`config.mk`:
```
export PLATFORM = sky130hd
export DESIGN_NAME = integer_to_ascii_formatter_unit
export DESIGN_NICKNAME = d
export VERILOG_FILES = /design/src/hdl/itoa_pkg.sv /design/src/hdl/integer_to_ascii_formatter_unit.sv /design/src/hdl/itoa_conv.sv
export SDC_FILE = /design/constraint.sdc
export NUM_CORES = 1
export LEC_CHECK = 0
export ABC_CLOCK_PERIOD_IN_PS = 6400
export BUFFER_PORTS_ARGS = -buffer_cell sky130_fd_sc_hd__buf_4
export CORE_MARGIN = 1.5
export CORE_UTILIZATION = 61
export DETAILED_ROUTE_END_ITERATION = 10
export PLACE_DENSITY_LB_ADDON = 0.08
export SLEW_MARGIN = 0
export SYNTH_ARGS = -nofsm -noshare
export SYNTH_HDL_FRONTEND = slang
export SYNTH_SLANG_ARGS = --single-unit
```
`constraint.sdc`:
```
create_clock -name clk -period 6.4 [get_ports clk]
set_input_delay 1.6 -clock clk [delete_from_list [all_inputs] [get_ports clk]]
set_output_delay 1.6 -clock clk [all_outputs]
set_load 0.02 [all_outputs]
```
`src/hdl/itoa_pkg.sv`:
```
// Shared types, codes, constants and helper functions of the integer to ASCII formatter.
`timescale 1ns / 1ps
`default_nettype none

package itoa_pkg;

  localparam int MAX_DIGITS = 32;
  localparam int MAX_WIDTH  = 64;
  localparam int DIDX_W     = $clog2(MAX_DIGITS);
  localparam int DCNT_W     = DIDX_W + 1;

  localparam logic [2:0] OP_SDEC = 3'd0;
  localparam logic [2:0] OP_UDEC = 3'd1;
  localparam logic [2:0] OP_HEX  = 3'd2;
  localparam logic [2:0] OP_OCT  = 3'd3;
  localparam logic [2:0] OP_BIN  = 3'd4;

  localparam logic [1:0] RAD_DEC = 2'd0;
  localparam logic [1:0] RAD_HEX = 2'd1;
  localparam logic [1:0] RAD_OCT = 2'd2;
  localparam logic [1:0] RAD_BIN = 2'd3;

  localparam logic [7:0] CH_ZERO  = 8'h30;
  localparam logic [7:0] CH_UPPER = 8'h41;
  localparam logic [7:0] CH_MINUS = 8'h2D;
  localparam logic [7:0] CH_SPACE = 8'h20;

  typedef struct packed {
    logic        start;
    logic [31:0] mag;
    logic [1:0]  radix;
  } conv_req_t;

  typedef struct packed {
    logic              done;
    logic [DCNT_W-1:0] count;
  } conv_sts_t;

  function automatic logic [31:0] pow10(input logic [3:0] idx);
    logic [31:0] p;
    case (idx)
      4'd0:    p = 32'd1000000000;
      4'd1:    p = 32'd100000000;
      4'd2:    p = 32'd10000000;
      4'd3:    p = 32'd1000000;
      4'd4:    p = 32'd100000;
      4'd5:    p = 32'd10000;
      4'd6:    p = 32'd1000;
      4'd7:    p = 32'd100;
      4'd8:    p = 32'd10;
      default: p = 32'd1;
    endcase
    return p;
  endfunction

  function automatic logic [7:0] digit_char(input logic [3:0] d);
    logic [7:0] c;
    if (d >= 4'd10) begin
      c = CH_UPPER + {4'd0, d} - 8'd10;
    end else begin
      c = CH_ZERO + {4'd0, d};
    end
    return c;
  endfunction

endpackage

`default_nettype wire

```
`src/hdl/integer_to_ascii_formatter_unit.sv`:
```
// Top level of the integer to ASCII formatter: input decode, padding plan and character output.
//
// Usage: a transaction on the input channel carries one 32-bit value with its minimum field
// width, format code, pad_after and zero_fill flags. The block answers with one transaction
// per ASCII character on the output channel, most significant character first, and marks
// the final character with out_last. A format code above binary is accepted and produces no
// characters. in_stall stays high from the accepted transaction until the last character
// has been loaded into the output register.
// Digit generation runs on a single shared 32-bit subtractor or shifter, one step
// per cycle. Decimal takes up to 10 compare steps plus one step per unit of each digit and
// one per digit; hex, octal and binary take one step per digit (up to 8, 11 or 32
// digits). Characters then leave from the output register at one per cycle while the
// receiver does not stall. A number produces at most 64 characters.
// Reset (rst_n low, synchronous) returns both sequencers to idle and empties the output
// register. While the receiver stalls, the character in the output register holds and the
// sequencer waits; nothing is dropped.
`timescale 1ns / 1ps
`default_nettype none

module integer_to_ascii_formatter_unit (
  input  wire logic        clk,
  input  wire logic        rst_n,
  input  wire logic        in_valid,
  output logic             in_stall,
  input  wire logic [31:0] in_value,
  input  wire logic [6:0]  in_field_width,
  input  wire logic [2:0]  in_operation,
  input  wire logic        in_pad_after,
  input  wire logic        in_zero_fill,
  output logic             out_valid,
  input  wire logic        out_stall,
  output logic [7:0]       out_char_out,
  output logic             out_last
);

  localparam logic [1:0] S_IDLE = 2'd0;
  localparam logic [1:0] S_CONV = 2'd1;
  localparam logic [1:0] S_EMIT = 2'd2;

  logic [1:0]                  state_r, state_nxt;
  logic                        out_valid_r, out_valid_nxt;
  logic                        neg_r, neg_nxt;
  logic                        after_r, after_nxt;
  logic [7:0]                  fill_r, fill_nxt;
  logic [6:0]                  width_r, width_nxt;
  logic [6:0]                  pad_r, pad_nxt;
  logic [itoa_pkg::DCNT_W-1:0] dig_r, dig_nxt;
  logic [6:0]                  total_r, total_nxt;
  logic [7:0]                  out_char_r, out_char_nxt;
  logic                        out_last_r, out_last_nxt;

  itoa_pkg::conv_req_t         conv_req;
  itoa_pkg::conv_sts_t         conv_sts;
  logic [itoa_pkg::DCNT_W-1:0] dig_m1;
  logic [3:0]                  rd_digit;

  logic        accept;
  logic        neg_in;
  logic [6:0]  used;
  logic        emit_load;

  assign in_stall  = (state_r != S_IDLE);
  assign accept    = in_valid && !in_stall;
  assign neg_in    = (in_operation == itoa_pkg::OP_SDEC) && in_value[31];
  assign used      = 7'(conv_sts.count) + 7'(neg_r);
  assign emit_load = (state_r == S_EMIT) && (!out_valid_r || !out_stall);
  assign dig_m1    = dig_r - itoa_pkg::DCNT_W'(1);

  always_comb begin
    conv_req.start = accept && (in_operation <= itoa_pkg::OP_BIN);
    if (neg_in) begin
      conv_req.mag = (in_value == 32'h8000_0000) ? 32'd0 : (32'd0 - in_value);
    end else begin
      conv_req.mag = in_value;
    end
    case (in_operation)
      itoa_pkg::OP_HEX: conv_req.radix = itoa_pkg::RAD_HEX;
      itoa_pkg::OP_OCT: conv_req.radix = itoa_pkg::RAD_OCT;
      itoa_pkg::OP_BIN: conv_req.radix = itoa_pkg::RAD_BIN;
      default:          conv_req.radix = itoa_pkg::RAD_DEC;
    endcase
  end

  itoa_conv u_conv (
    .clk      (clk),
    .rst_n    (rst_n),
    .req      (conv_req),
    .sts      (conv_sts),
    .rd_addr  (dig_m1[itoa_pkg::DIDX_W-1:0]),
    .rd_digit (rd_digit)
  );

  always_comb begin
    state_nxt     = state_r;
    out_valid_nxt = out_valid_r;
    neg_nxt       = neg_r;
    after_nxt     = after_r;
    fill_nxt      = fill_r;
    width_nxt     = width_r;
    pad_nxt       = pad_r;
    dig_nxt       = dig_r;
    total_nxt     = total_r;
    out_char_nxt  = out_char_r;
    out_last_nxt  = out_last_r;
    if (out_valid_r && !out_stall) begin
      out_valid_nxt = 1'b0;
    end
    case (state_r)
      S_IDLE: begin
        if (conv_req.start) begin
          neg_nxt   = neg_in;
          after_nxt = in_pad_after;
          fill_nxt  = in_zero_fill ? itoa_pkg::CH_ZERO : itoa_pkg::CH_SPACE;
          width_nxt = (in_field_width > 7'(itoa_pkg::MAX_WIDTH)) ?
                      7'(itoa_pkg::MAX_WIDTH) : in_field_width;
          state_nxt = S_CONV;
        end
      end
      S_CONV: begin
        if (conv_sts.done) begin
          dig_nxt = conv_sts.count;
          if (width_r > used) begin
            pad_nxt   = width_r - used;
            total_nxt = width_r;
          end else begin
            pad_nxt   = '0;
            total_nxt = used;
          end
          state_nxt = S_EMIT;
        end
      end
      S_EMIT: begin
        if (emit_load) begin
          out_valid_nxt = 1'b1;
          out_last_nxt  = (total_r == 7'd1);
          total_nxt     = total_r - 7'd1;
          if (!after_r && pad_r != 7'd0) begin
            out_char_nxt = fill_r;
            pad_nxt      = pad_r - 7'd1;
          end else if (neg_r) begin
            out_char_nxt = itoa_pkg::CH_MINUS;
            neg_nxt      = 1'b0;
          end else if (dig_r != '0) begin
            out_char_nxt = itoa_pkg::digit_char(rd_digit);
            dig_nxt      = dig_m1;
          end else begin
            out_char_nxt = itoa_pkg::CH_SPACE;
            pad_nxt      = pad_r - 7'd1;
          end
          if (total_r == 7'd1) begin
            state_nxt = S_IDLE;
          end
        end
      end
      default: begin
        state_nxt = S_IDLE;
      end
    endcase
  end

  always_ff @(posedge clk) begin
    if (!rst_n) begin
      state_r     <= S_IDLE;
      out_valid_r <= 1'b0;
    end else begin
      state_r     <= state_nxt;
      out_valid_r <= out_valid_nxt;
    end
  end

  always_ff @(posedge clk) begin
    neg_r      <= neg_nxt;
    after_r    <= after_nxt;
    fill_r     <= fill_nxt;
    width_r    <= width_nxt;
    pad_r      <= pad_nxt;
    dig_r      <= dig_nxt;
    total_r    <= total_nxt;
    out_char_r <= out_char_nxt;
    out_last_r <= out_last_nxt;
  end

  assign out_valid    = out_valid_r;
  assign out_char_out = out_char_r;
  assign out_last     = out_last_r;

  a_done_in_conv : assert property (@(posedge clk) disable iff (!rst_n)
    conv_sts.done |-> state_r == S_CONV)
    else $error("Digit generator finished outside the conversion phase.");

  a_total_range : assert property (@(posedge clk) disable iff (!rst_n)
    state_r == S_EMIT |-> (total_r != 7'd0 && total_r <= 7'(itoa_pkg::MAX_WIDTH)))
    else $error("Remaining character count out of range while emitting.");

  a_last_to_idle : assert property (@(posedge clk) disable iff (!rst_n)
    (emit_load && total_r == 7'd1) |=> (state_r == S_IDLE && out_valid && out_last))
    else $error("Final character did not close the transaction sequence.");

  a_no_start_busy : assert property (@(posedge clk) disable iff (!rst_n)
    (state_r != S_IDLE) |-> !conv_req.start)
    else $error("Conversion started while the block was busy.");

endmodule

`default_nettype wire

```
`src/hdl/itoa_conv.sv`:
```
// Digit generator: one shared subtractor and shifter under a small sequencer, with the digit store.
`timescale 1ns / 1ps
`default_nettype none

module itoa_conv (
  input  wire logic                        clk,
  input  wire logic                        rst_n,
  input  wire itoa_pkg::conv_req_t         req,
  output itoa_pkg::conv_sts_t              sts,
  input  wire logic [itoa_pkg::DIDX_W-1:0] rd_addr,
  output logic [3:0]                       rd_digit
);

  localparam logic [1:0] C_IDLE = 2'd0;
  localparam logic [1:0] C_SCAN = 2'd1;
  localparam logic [1:0] C_DEC  = 2'd2;
  localparam logic [1:0] C_P2   = 2'd3;

  logic [1:0]                  state_r, state_nxt;
  logic                        done_r, done_nxt;
  logic [31:0]                 mag_r, mag_nxt;
  logic [1:0]                  radix_r, radix_nxt;
  logic [3:0]                  idx_r, idx_nxt;
  logic [3:0]                  dig_r, dig_nxt;
  logic [itoa_pkg::DCNT_W-1:0] cnt_r, cnt_nxt;

  logic [3:0]                  store_r [itoa_pkg::MAX_DIGITS];
  logic                        we;
  logic [itoa_pkg::DIDX_W-1:0] waddr;
  logic [3:0]                  wdata;

  logic [32:0] sub;
  logic        borrow;
  logic [31:0] shifted;
  logic [3:0]  digit_p2;

  assign sub    = {1'b0, mag_r} - {1'b0, itoa_pkg::pow10(idx_r)};
  assign borrow = sub[32];

  always_comb begin
    case (radix_r)
      itoa_pkg::RAD_HEX: begin
        shifted  = mag_r >> 4;
        digit_p2 = mag_r[3:0];
      end
      itoa_pkg::RAD_OCT: begin
        shifted  = mag_r >> 3;
        digit_p2 = {1'b0, mag_r[2:0]};
      end
      default: begin
        shifted  = mag_r >> 1;
        digit_p2 = {3'd0, mag_r[0]};
      end
    endcase
  end

  always_comb begin
    state_nxt = state_r;
    done_nxt  = 1'b0;
    mag_nxt   = mag_r;
    radix_nxt = radix_r;
    idx_nxt   = idx_r;
    dig_nxt   = dig_r;
    cnt_nxt   = cnt_r;
    we        = 1'b0;
    waddr     = '0;
    wdata     = '0;
    case (state_r)
      C_IDLE: begin
        if (req.start) begin
          mag_nxt   = req.mag;
          radix_nxt = req.radix;
          idx_nxt   = '0;
          dig_nxt   = '0;
          cnt_nxt   = '0;
          state_nxt = (req.radix == itoa_pkg::RAD_DEC) ? C_SCAN : C_P2;
        end
      end
      C_SCAN: begin
        if (idx_r < 4'd9 && borrow) begin
          idx_nxt = idx_r + 4'd1;
        end else begin
          cnt_nxt   = itoa_pkg::DCNT_W'(10) - itoa_pkg::DCNT_W'(idx_r);
          state_nxt = C_DEC;
        end
      end
      C_DEC: begin
        if (!borrow) begin
          mag_nxt = sub[31:0];
          dig_nxt = dig_r + 4'd1;
        end else begin
          we      = 1'b1;
          waddr   = itoa_pkg::DIDX_W'(4'd9 - idx_r);
          wdata   = dig_r;
          dig_nxt = '0;
          if (idx_r == 4'd9) begin
            state_nxt = C_IDLE;
            done_nxt  = 1'b1;
          end else begin
            idx_nxt = idx_r + 4'd1;
          end
        end
      end
      default: begin
        we      = 1'b1;
        waddr   = cnt_r[itoa_pkg::DIDX_W-1:0];
        wdata   = digit_p2;
        mag_nxt = shifted;
        cnt_nxt = cnt_r + itoa_pkg::DCNT_W'(1);
        if (shifted == 32'd0 || cnt_r == itoa_pkg::DCNT_W'(itoa_pkg::MAX_DIGITS - 1)) begin
          state_nxt = C_IDLE;
          done_nxt  = 1'b1;
        end
      end
    endcase
  end

  always_ff @(posedge clk) begin
    if (!rst_n) begin
      state_r <= C_IDLE;
      done_r  <= 1'b0;
    end else begin
      state_r <= state_nxt;
      done_r  <= done_nxt;
    end
  end

  always_ff @(posedge clk) begin
    mag_r   <= mag_nxt;
    radix_r <= radix_nxt;
    idx_r   <= idx_nxt;
    dig_r   <= dig_nxt;
    cnt_r   <= cnt_nxt;
  end

  always_ff @(posedge clk) begin
    if (we) begin
      store_r[waddr] <= wdata;
    end
  end

  assign sts.done  = done_r;
  assign sts.count = cnt_r;
  assign rd_digit  = store_r[rd_addr];

endmodule

`default_nettype wire

```
==> results.cfg, run 1 <==
[worst_setup_path]
cp.required_ps = 6680
start_kind = input pin
cp_max_fo = 27
worstSetupEndpointType = register
worstSetupPathType = input pin to register
crit_arrival_ps = 4660

[yosys]
ys_ff_latch = 243
synthSimpleGateAreaFrac_pct = 12.56
syn_avg_cell_area_sq_um = 11.06
synth-adder-area-share_pct = 6.406
synth-edff-count = 214
async_flop_share_pct = 0
muxShareOfSynthArea_pct = 7.931
netlist_area_sq_um = 14690
yosysTopAreaCellShare_pct = 43.75
synth.net_count = 1450
synth_cell_type_count = 87
yosysSeqAreaShare_pct = 47.70
synth_top_family_by_area = compound AO/OA/AOI/OAI gates
synth_top_cells_by_area = edfxtp_1 (44%), ha_1 (6.1%), mux4_2 (5.8%), dfxtp_1 (4.0%), nor2_1 (2.9%)
synthXorXnorAreaFrac_pct = 5.111
synthCells = 1328
yosys_warnings = 0
synth_area_leader_cell = edfxtp_1
ys.flop_type = edfxtp_1
synth_compound_area_share_pct = 16.24

[sta]
fin_skew_ps = 25.93
finalMaxSlewViolations = 0
slew_headroom_pct = 16.32
setup_viol = 0
finalHoldViolCount = 0
tightestPinTransition_ps = 1255
min_period_ps = 4383
finalCritPeriodShare_pct = 68.48
fin_tns_setup_ps = 0
grt_setup_unrepaired = no
fmax_mhz = 228.2

[power_and_ir_drop]
power_leakage_uw = 0.005941
peakVddDrop_uv = 468.8
power_density_nw_per_um2 = 534.7

[final_layout]
syn2layout_area_growth_pct = 9.856
final_area_sq_um = 16140
n_antenna_cell = 0
nFillCells = 1790
drive_gt1_share_pct = 13.29
nNetsFinal = 1482

[flow_run]
drv_cap = 0

[status]
status = completed

[clocking]
cts_buffers = 26
cts_tree = done
cts.sinks = 243
clk_latency_ps = 540
cts_root_buf = clkbuf_16
clk_path_buf_depth = 3
holdBufCountCts = 0
cts_resized = 0
h-tree-depth = 1
cts_setup_buffers = 0
path_clk_slew_ps = 60

[global_routing]
antenna_found_initial = 0
grt_max_degree = 61
grt_pass1_vias = 10509
grt.total_usage_pct = 30.10
grt_pass1_wl_microns = 57490
grt-ovfl-total = 0

[detailed_routing]
avgViaCountPerCell = 6.393
dr.pass1.iters = 5
wl_microns = 36630
drc_errors = 0
wl_per_cell_microns = 21.60
drt_iter0_markers = 900
ant_nets = 0
via_count = 10843

[floorplanning]
start_util_pct = 62.39
die_w_microns = 158.2
rows = 56
boundaryPins = 59
fp.dieH_microns = 158.2
coreArea_sq_um = 23540
die_area_sq_um = 25020

[placement]
io_buffers = 57
dpl.hpwl_microns = 26560
placed_cell_area_sq_um = 15310
gp_congestion = 0.9450

[hold_path]
hp-class = register to register
## cells by family (layout without fill, tap and decap cells)
| group | after synthesis | count (layout) |
|---|---|---|
| buf+inv | 143 | 192 |
| compound gates | 344 | 344 |
| mux | 59 | 59 |
| fa+ha+maj | 74 | 74 |
| flops | 243 | 243 |
| simple gates | 380 | 380 |
| other cells | 1 | 1 |
| xor+xnor | 84 | 84 |
## cell usage after synthesis, types with 17 or more instances
master and count:
clkbuf_1 43, nor2_1 114, o21ai_1 17, nand3_1 34, a21oi_1 55, nor2b_1 17, inv_1 77, edfxtp_1 214
dfxtp_1 29, xor2_1 38, mux4_2 38, o21ai_0 70, o221ai_1 18, nand2_1 100, a21o_1 20, a22oi_1 40
ha_1 72, nor3_1 24, xnor2_1 44
## sequential cells by signal, summed over array words and instances (netlist names), 4 cells and up, named ones only
register and cells:
width_r 7, u_conv.cnt_r 6, total_r 7, u_conv.store_r 128, out_char_out 7, dig_r 6
u_conv.idx_r 4, u_conv.mag_r 32, u_conv.dig_r 4, pad_r 7
## critical path, cell delays in order
cell and delay (ps):
buf_4 120, inv_1 70, ha_1 200, nor4b_2 430, nand4_1 260, nor4_4 320
nand2_1 270, o31ai_4 990, nor2_1 130, a211o_1 270
## per-stage QoR
step,utilization (%),power [uW],hold slack (ps),cells,setup slack [ps]
floorplan,-,6001,467.7,1328,1214
global placement,65.04,7048,485.8,1651,1654
detailed placement,65.04,7114,504.4,1651,1566
CTS,68.54,8572,512.6,1696,2110
global route,68.54,9183,543.5,1696,1777
finish,68.54,8627,509.1,1696,2017
## cell type report
| class | instances | area (sq um) | area share [%] |
|---|---|---|---|
| multi-input combinational | 942 | 7103 | 44.02 |
| tap | 319 | 399.1 | 2.474 |
| sequential | 243 | 7007 | 43.42 |
| inverter | 80 | 300.3 | 1.861 |
| timing repair buffer | 67 | 503.0 | 3.117 |
| clock buffer | 35 | 732.0 | 4.536 |
| clock inverter | 10 | 91.34 | 0.5661 |
## path summary, 6_finish.rpt
path / startpoint / end / slack, ps / depth (start not counted)
worst max register to register: u_conv.mag_r[0] / u_conv.store_r[30][3] / 2130 / 11
worst min-delay path: u_conv.state_r[1] / u_conv.state_r[1] / 510 / 2
worst max-delay path: in_value[0] / u_conv.mag_r[14] / 2020 / 10
worst min register to register: u_conv.state_r[1] / u_conv.state_r[1] / 510 / 2
## cell usage in the layout (no fill, tap or decap), types with 34 or more instances in the layout
master    instances
a21oi_1          55
a22oi_1          40
buf_4            67
edfxtp_1        214
ha_1             72
inv_1            77
mux4_2           38
nand2_1         100
nand3_1          34
nor2_1          114
o21ai_0          70
xnor2_1          44
xor2_1           38
## report_power, final
part	internal, uW	switching (uW)	leakage, uW	total, uW
Combinational	1790	2820	0.00318	4610
Sequential	2220	353	0.00235	2580
Clock	841	599	0.000410	1440
## metal layers
| layer | vias to the layer above | GRT usage [%] | wire length, microns |
|---|---|---|---|
| met5 | - | 0 | 0 |
| met4 | 0 | 13.48 | 1615 |
| met3 | 94 | 3.696 | 2323 |
| met2 | 463 | 50.34 | 17690 |
| met1 | 5199 | 39.41 | 15000 |
| li1 | 5087 | - | - |
Power figures use the tool's default switching activity.
==> inputs of run 2 (changes only) <==
--- a/config.mk
+++ b/config.mk
@@ -5,10 +5,10 @@
 export SDC_FILE = /design/constraint.sdc
 export NUM_CORES = 1
 export LEC_CHECK = 0
-export ABC_CLOCK_PERIOD_IN_PS = 6400
+export ABC_CLOCK_PERIOD_IN_PS = 3500
 export BUFFER_PORTS_ARGS = -buffer_cell sky130_fd_sc_hd__buf_4
 export CORE_MARGIN = 1.5
-export CORE_UTILIZATION = 61
+export CORE_UTILIZATION = 57
 export DETAILED_ROUTE_END_ITERATION = 10
 export PLACE_DENSITY_LB_ADDON = 0.08
 export SLEW_MARGIN = 0
==> constraint.sdc (replaced) <==
create_clock -name clk -period 3.5 [get_ports clk]
set_input_delay 0.875 -clock clk [delete_from_list [all_inputs] [get_ports clk]]
set_output_delay 0.875 -clock clk [all_outputs]
set_load 0.02 [all_outputs]
==> run 2 against run 1 <==
Combinational power up 100%. Flip-flop and latch count unchanged. Critical path depth rose by 1. Non-clock buffer count rose by 64. Sequential power rose by 79%. Cell area increased by 5.3%. Global-route usage decreased by 1.4 points. Wire length is 2.6% higher. Die area up 6.9%. Cell count rose by 4.7%.
==> results.cfg, run 2 (synthesis gave the netlist of run 1 again) <==
[status]
status = completed

[power_and_ir_drop]
p_int_uw = 9613
swShare_pct = 42.97
power_density_nw_per_um2 = 992.1
seqPwrFrac_pct = 27.3
power_leakage_uw = 0.006332
clockPowerShare_pct = 17.0
power_frac_comb_pct = 55.7
p_switching_uw = 7244
peakVddDrop_uv = 488.0

[worst_setup_path]
start_kind = register
ff2ff_path_depth = 11
cp_max_fo = 5
crit_arrival_ps = 3800
r2r_slack_ps = 110
cp.required_ps = 3920
worstSetupEndpointType = register
worstSetupPathType = register to register
crit-reg2reg-launch = u_conv.mag_r[18]
cp-startpoint = u_conv.mag_r[18]

[clocking]
holdBufCountCts = 0
cts_tree = done
cts.sinks = 243
h-tree-depth = 1
cts_root_buf = clkbuf_16
clk_latency_ps = 550
clk_path_buf_depth = 3
path_clk_slew_ps = 60
cts_buffers = 27

[sta]
fin_ws_ps = 113.7
fmax_mhz = 295.3
fin_skew_ps = 17.06
min_period_ps = 3386
finalCritPeriodShare_pct = 96.75
tightestPinTransition_ps = 904.3
finalHoldViolCount = 0
finalMaxSlewViolations = 0
setup_viol = 0
slew_headroom_pct = 39.35

[final_layout]
largestRegisters = u_conv.store_r x128, u_conv.mag_r x32
syn2layout_area_growth_pct = 15.68
final_cell_mix = edfxtp_1 (214), buf_4 (118), nand2_1 (100)
final_area_sq_um = 16990
top_register = u_conv.store_r
final_common_cell = edfxtp_1
n_antenna_cell = 0
drive_gt1_share_pct = 19.57
largest_reg_flops = 128
nNetsFinal = 1547

[global_routing]
use_met2_pct = 49.08
grtUsageMet3_pct = 3.250
top_usage_layer = met2
grt.total_usage_pct = 28.72
grt_max_degree = 61
use_met1_pct = 36.95
grt-ovfl-total = 0
grt_pass1_wl_microns = 59140
antenna_found_initial = 0
grt_pass1_vias = 10944

[placement]
dpl_worst_slack_ps = -70.80
placed_cell_area_sq_um = 15880
gp_congestion = 0.9571
dpl.hpwl_microns = 27430
io_buffers = 57

[floorplanning]
fp.dieH_microns = 163.5
rows = 58
start_util_pct = 58.16
boundaryPins = 59
die_w_microns = 163.5
coreArea_sq_um = 25250
die_area_sq_um = 26740

[detailed_routing]
wl_microns = 37590
dr.pass1.iters = 5
drc_errors = 0
wl_per_cell_microns = 21.17
avgViaCountPerCell = 6.209
drt_iter0_markers = 943
ant_nets = 0
via_count = 11028

[flow_run]
drv_cap = 0

[hold_path]
hp-class = input pin to register
## run 2: critical path, stage by stage, from the launching register on
cell and delay, ps:
edfxtp_1 450, ha_2 410, nand4_1 170, nor4_2 360, buf_4 160, a21o_2 200, o21a_4 190, a2bb2oi_4 260
mux2i_4 330, ha_1 240, inv_1 110, a2111oi_4 370
## run 2: power by group through the flow
stage	Combinational, uW	Clock, uW	Sequential (uW)
2_1_floorplan	6550	0	4460
3_3_place_gp	8880	0	4620
3_5_place_dp	8970	0	4640
4_1_cts	9070	2900	4580
5_1_grt	10200	3000	4670
6_report	9380	2870	4610
## run 2: through the flow
step	total power (uW)	std cells	hold WS, ps	TNS (ps)	util, %
after CTS	16550	1767	480.8	0	66.49
final	16860	1776	504.3	0	67.28
after global placement	13510	1717	489.0	0	62.87
after detailed placement	13610	1717	503.0	-70.80	62.87
after floorplan	11010	1328	467.7	0	-
after global routing	17920	1776	495.5	-93.09	67.28
## run 2: layer usage
layer	routed length, microns	vias up
li1	-	5204
met3	2081	101
met4	1737	0
met2	18380	435
met1	15390	5288
met5	0	-
## run 2: worst min-delay path by stage
stage	end	slack, ps	depth (start not counted)	start
floorplan	u_conv.state_r[1]	470	2	u_conv.state_r[1]
global placement	u_conv.state_r[1]	490	2	u_conv.state_r[1]
detailed placement	u_conv.state_r[0]	500	2	u_conv.state_r[0]
CTS	after_r	480	1	in_pad_after
global route	fill_r[4]	500	1	in_zero_fill
finish	after_r	500	1	in_pad_after
## run 2: area by class of cell
cell class              instances  area [sq um]
flip-flops and latches        243          7007
inverters                      80         300.3
clock buffers                  34         737.0
well taps                     330         412.9
multi-input cells             942          7239
fillers                      1931          8263
clock inverters                16         166.4
repair buffers                131          1129
## run 2: what timing repair did
action / in CTS / in global routing
pin swaps: 0 / 5
resized for setup: 1 / 40
hold endpoints to repair: 0 / 0
endpoints found under the setup margin: 1 / 156
cloned: 0 / 0
buffers inserted: 0 / 9
==> inputs of run 3 (changes only) <==
--- a/config.mk
+++ b/config.mk
@@ -7,10 +7,13 @@
 export LEC_CHECK = 0
 export ABC_CLOCK_PERIOD_IN_PS = 3500
 export BUFFER_PORTS_ARGS = -buffer_cell sky130_fd_sc_hd__buf_4
+export CELL_PAD_IN_SITES_DETAIL_PLACEMENT = 0
+export CELL_PAD_IN_SITES_GLOBAL_PLACEMENT = 1
 export CORE_MARGIN = 1.5
-export CORE_UTILIZATION = 57
+export CORE_UTILIZATION = 46
 export DETAILED_ROUTE_END_ITERATION = 10
 export PLACE_DENSITY_LB_ADDON = 0.08
+export SETUP_SLACK_MARGIN = 0.3
 export SLEW_MARGIN = 0
 export SYNTH_ARGS = -nofsm -noshare
 export SYNTH_HDL_FRONTEND = slang
==> run 3 against run 2 <==
First-iteration DRC count fell by 6.2%. Via count barely moved. Utilization fell by 9.7 points. Count of clock-buffer cells in the layout fell by 5. Cell count rose by 6.6%. Cell area rose by 6.6%. Sequential share of layout area fell by 2.5 points. Combinational power rose by 9%. Non-clock buffer count rose by 46. Register-to-register slack improved by 170 ps. Sequential power barely moved. Hold slack got worse by 1.3 ps. Largest power group unchanged. Highest routed layer unchanged.
==> results.cfg, run 3 (synthesis gave the netlist of run 1 again) <==
[status]
status = completed

[power_and_ir_drop]
power_density_nw_per_um2 = 970.5
seqPwrFrac_pct = 26.3
swShare_pct = 42.90
p_int_uw = 10040
peakVddDrop_uv = 651.1
power_frac_comb_pct = 57.8
power_leakage_uw = 0.006677
p_total_uw = 17580
p_switching_uw = 7540
clockPowerShare_pct = 16.0

[sta]
finalHoldViolCount = 0
min_period_ps = 3211
finalMaxSlewViolations = 0
setup_viol = 0
tightestPinTransition_ps = 648.7
grt_setup_unrepaired = yes
fin_skew_ps = 13.32
slew_headroom_pct = 56.30
fmax_mhz = 311.4
finalCritPeriodShare_pct = 91.75

[placement]
io_buffers = 57
dpl.hpwl_microns = 29260
placed_cell_area_sq_um = 16130
gp_congestion = 0.8752

[clocking]
cts_buffers = 27
cts_tree = done
cts_root_buf = clkbuf_16
cts.sinks = 243
clk_path_buf_depth = 3
h-tree-depth = 1
path_clk_slew_ps = 60
clk_latency_ps = 550
holdBufCountCts = 0

[final_layout]
syn2layout_area_growth_pct = 23.31
final_area_sq_um = 18110
fin_util_pct = 57.54
top_register = u_conv.store_r
largestRegisters = u_conv.store_r x128, u_conv.mag_r x32
final_common_cell = edfxtp_1
nFillCells = 2689
nNetsFinal = 1593
largest_reg_flops = 128
drive_gt1_share_pct = 25.60
final_cell_mix = edfxtp_1 (214), buf_4 (140), nand2_1 (99)
n_antenna_cell = 0

[detailed_routing]
avgViaCountPerCell = 5.827
wl_per_cell_microns = 21.60
drc_errors = 0
via_count = 11036
wl_microns = 40910
ant_nets = 0
drt_iter0_markers = 885
dr.pass1.iters = 6

[floorplanning]
die_w_microns = 181.7
rows = 65
start_util_pct = 46.67
coreArea_sq_um = 31470
die_area_sq_um = 33010
boundaryPins = 59
fp.dieH_microns = 181.7

[worst_setup_path]
worstSetupPathType = register to register
worstSetupEndpointType = register
cp_max_fo = 4
start_kind = register
crit_arrival_ps = 3670
cp.required_ps = 3960

[global_routing]
grt_pass1_vias = 10762
grt_max_degree = 61
grt_pass1_wl_microns = 60840
grt-ovfl-total = 0
antenna_found_initial = 0
grt.total_usage_pct = 23.76

[flow_run]
drv_cap = 0

[hold_path]
hp-class = register to register
[run 3: cell count changes in the layout (fill, tap and decap cells not counted), sizes merged]
cell      delta
bufinv       +1
inv          -2
clkinvlp     +2
clkinv       +4
buf         +40
clkbuf       +1
[run 3: what timing repair did]
item                       CTS  global route
pin swaps                    5            32
cloned                       0             8
buffers inserted            14            20
setup endpoints to repair  295           295
gates resized for setup     69            84
[run 3: metrics by stage]
stage	std cells	hold slack, ps	worst slack (ps)	setup TNS, ps
3_3_place_gp	1802	487.1	60.94	0
4_1_cts	1866	493.9	289.7	0
5_1_grt	1894	491.5	80.26	0
6_report	1894	503.0	288.6	0
3_5_place_dp	1802	489.6	-4.052	-28.28
2_1_floorplan	1328	467.7	224.5	0
[run 3: final cells by class]
cell class	count	area (sq um)	area share (%)
Clock buffer	29	683.2	3.772
Clock inverter	21	190.2	1.050
Inverter	80	306.5	1.693
Multi-Input combinational cell	942	7711	42.58
Sequential cell	243	7007	38.69
Tap cell	402	503.0	2.777
Timing Repair Buffer	177	1710	9.444
[run 3: worst max-delay path, cell delays in order (launching register included)]
cell       delay (ps)
edfxtp_1          390
inv_1              70
ha_2              180
inv_2              40
fa_2              350
a211oi_2          200
o21a_1            210
a21oi_4           100
a21o_4            240
o21a_4            250
a2bb2oi_4         210
mux2i_4           240
ha_4              310
nand2_1            50
a21o_1            170
a31oi_1           130
[run 3: path summary, 6_finish.rpt]
path,startpoint,endpoint,slack [ps],cells past startpoint
setup / recovery,u_conv.mag_r[0],register,290,15
hold / removal,u_conv.state_r[1],u_conv.state_r[1],500,2
setup reg to reg,u_conv.mag_r[0],register,290,15
hold reg to reg,u_conv.state_r[1],u_conv.state_r[1],500,2
[run 3: power groups by stage]
| stage | Sequential (uW) | Clock (uW) | Combinational, uW |
|---|---|---|---|
| finish | 4610 | 2810 | 10200 |
| global route | 4680 | 2980 | 11100 |
| CTS | 4600 | 2850 | 9710 |
| detailed placement | 4660 | 0 | 9280 |
| global placement | 4650 | 0 | 9270 |
| floorplan | 4470 | 0 | 6740 |
[run 3: metal layers]
layer  up-vias  global-route usage [%]  routed length [microns]  part of all wire [%]
li1       5322                       -                        -                     -
met4         0                   8.933                     1364                   3.3
met5         -                       0                        0                     0
met2       325                   40.69                    20020                    49
met1      5316                   30.74                    17690                    43
met3        73                   3.189                     1837                   4.5
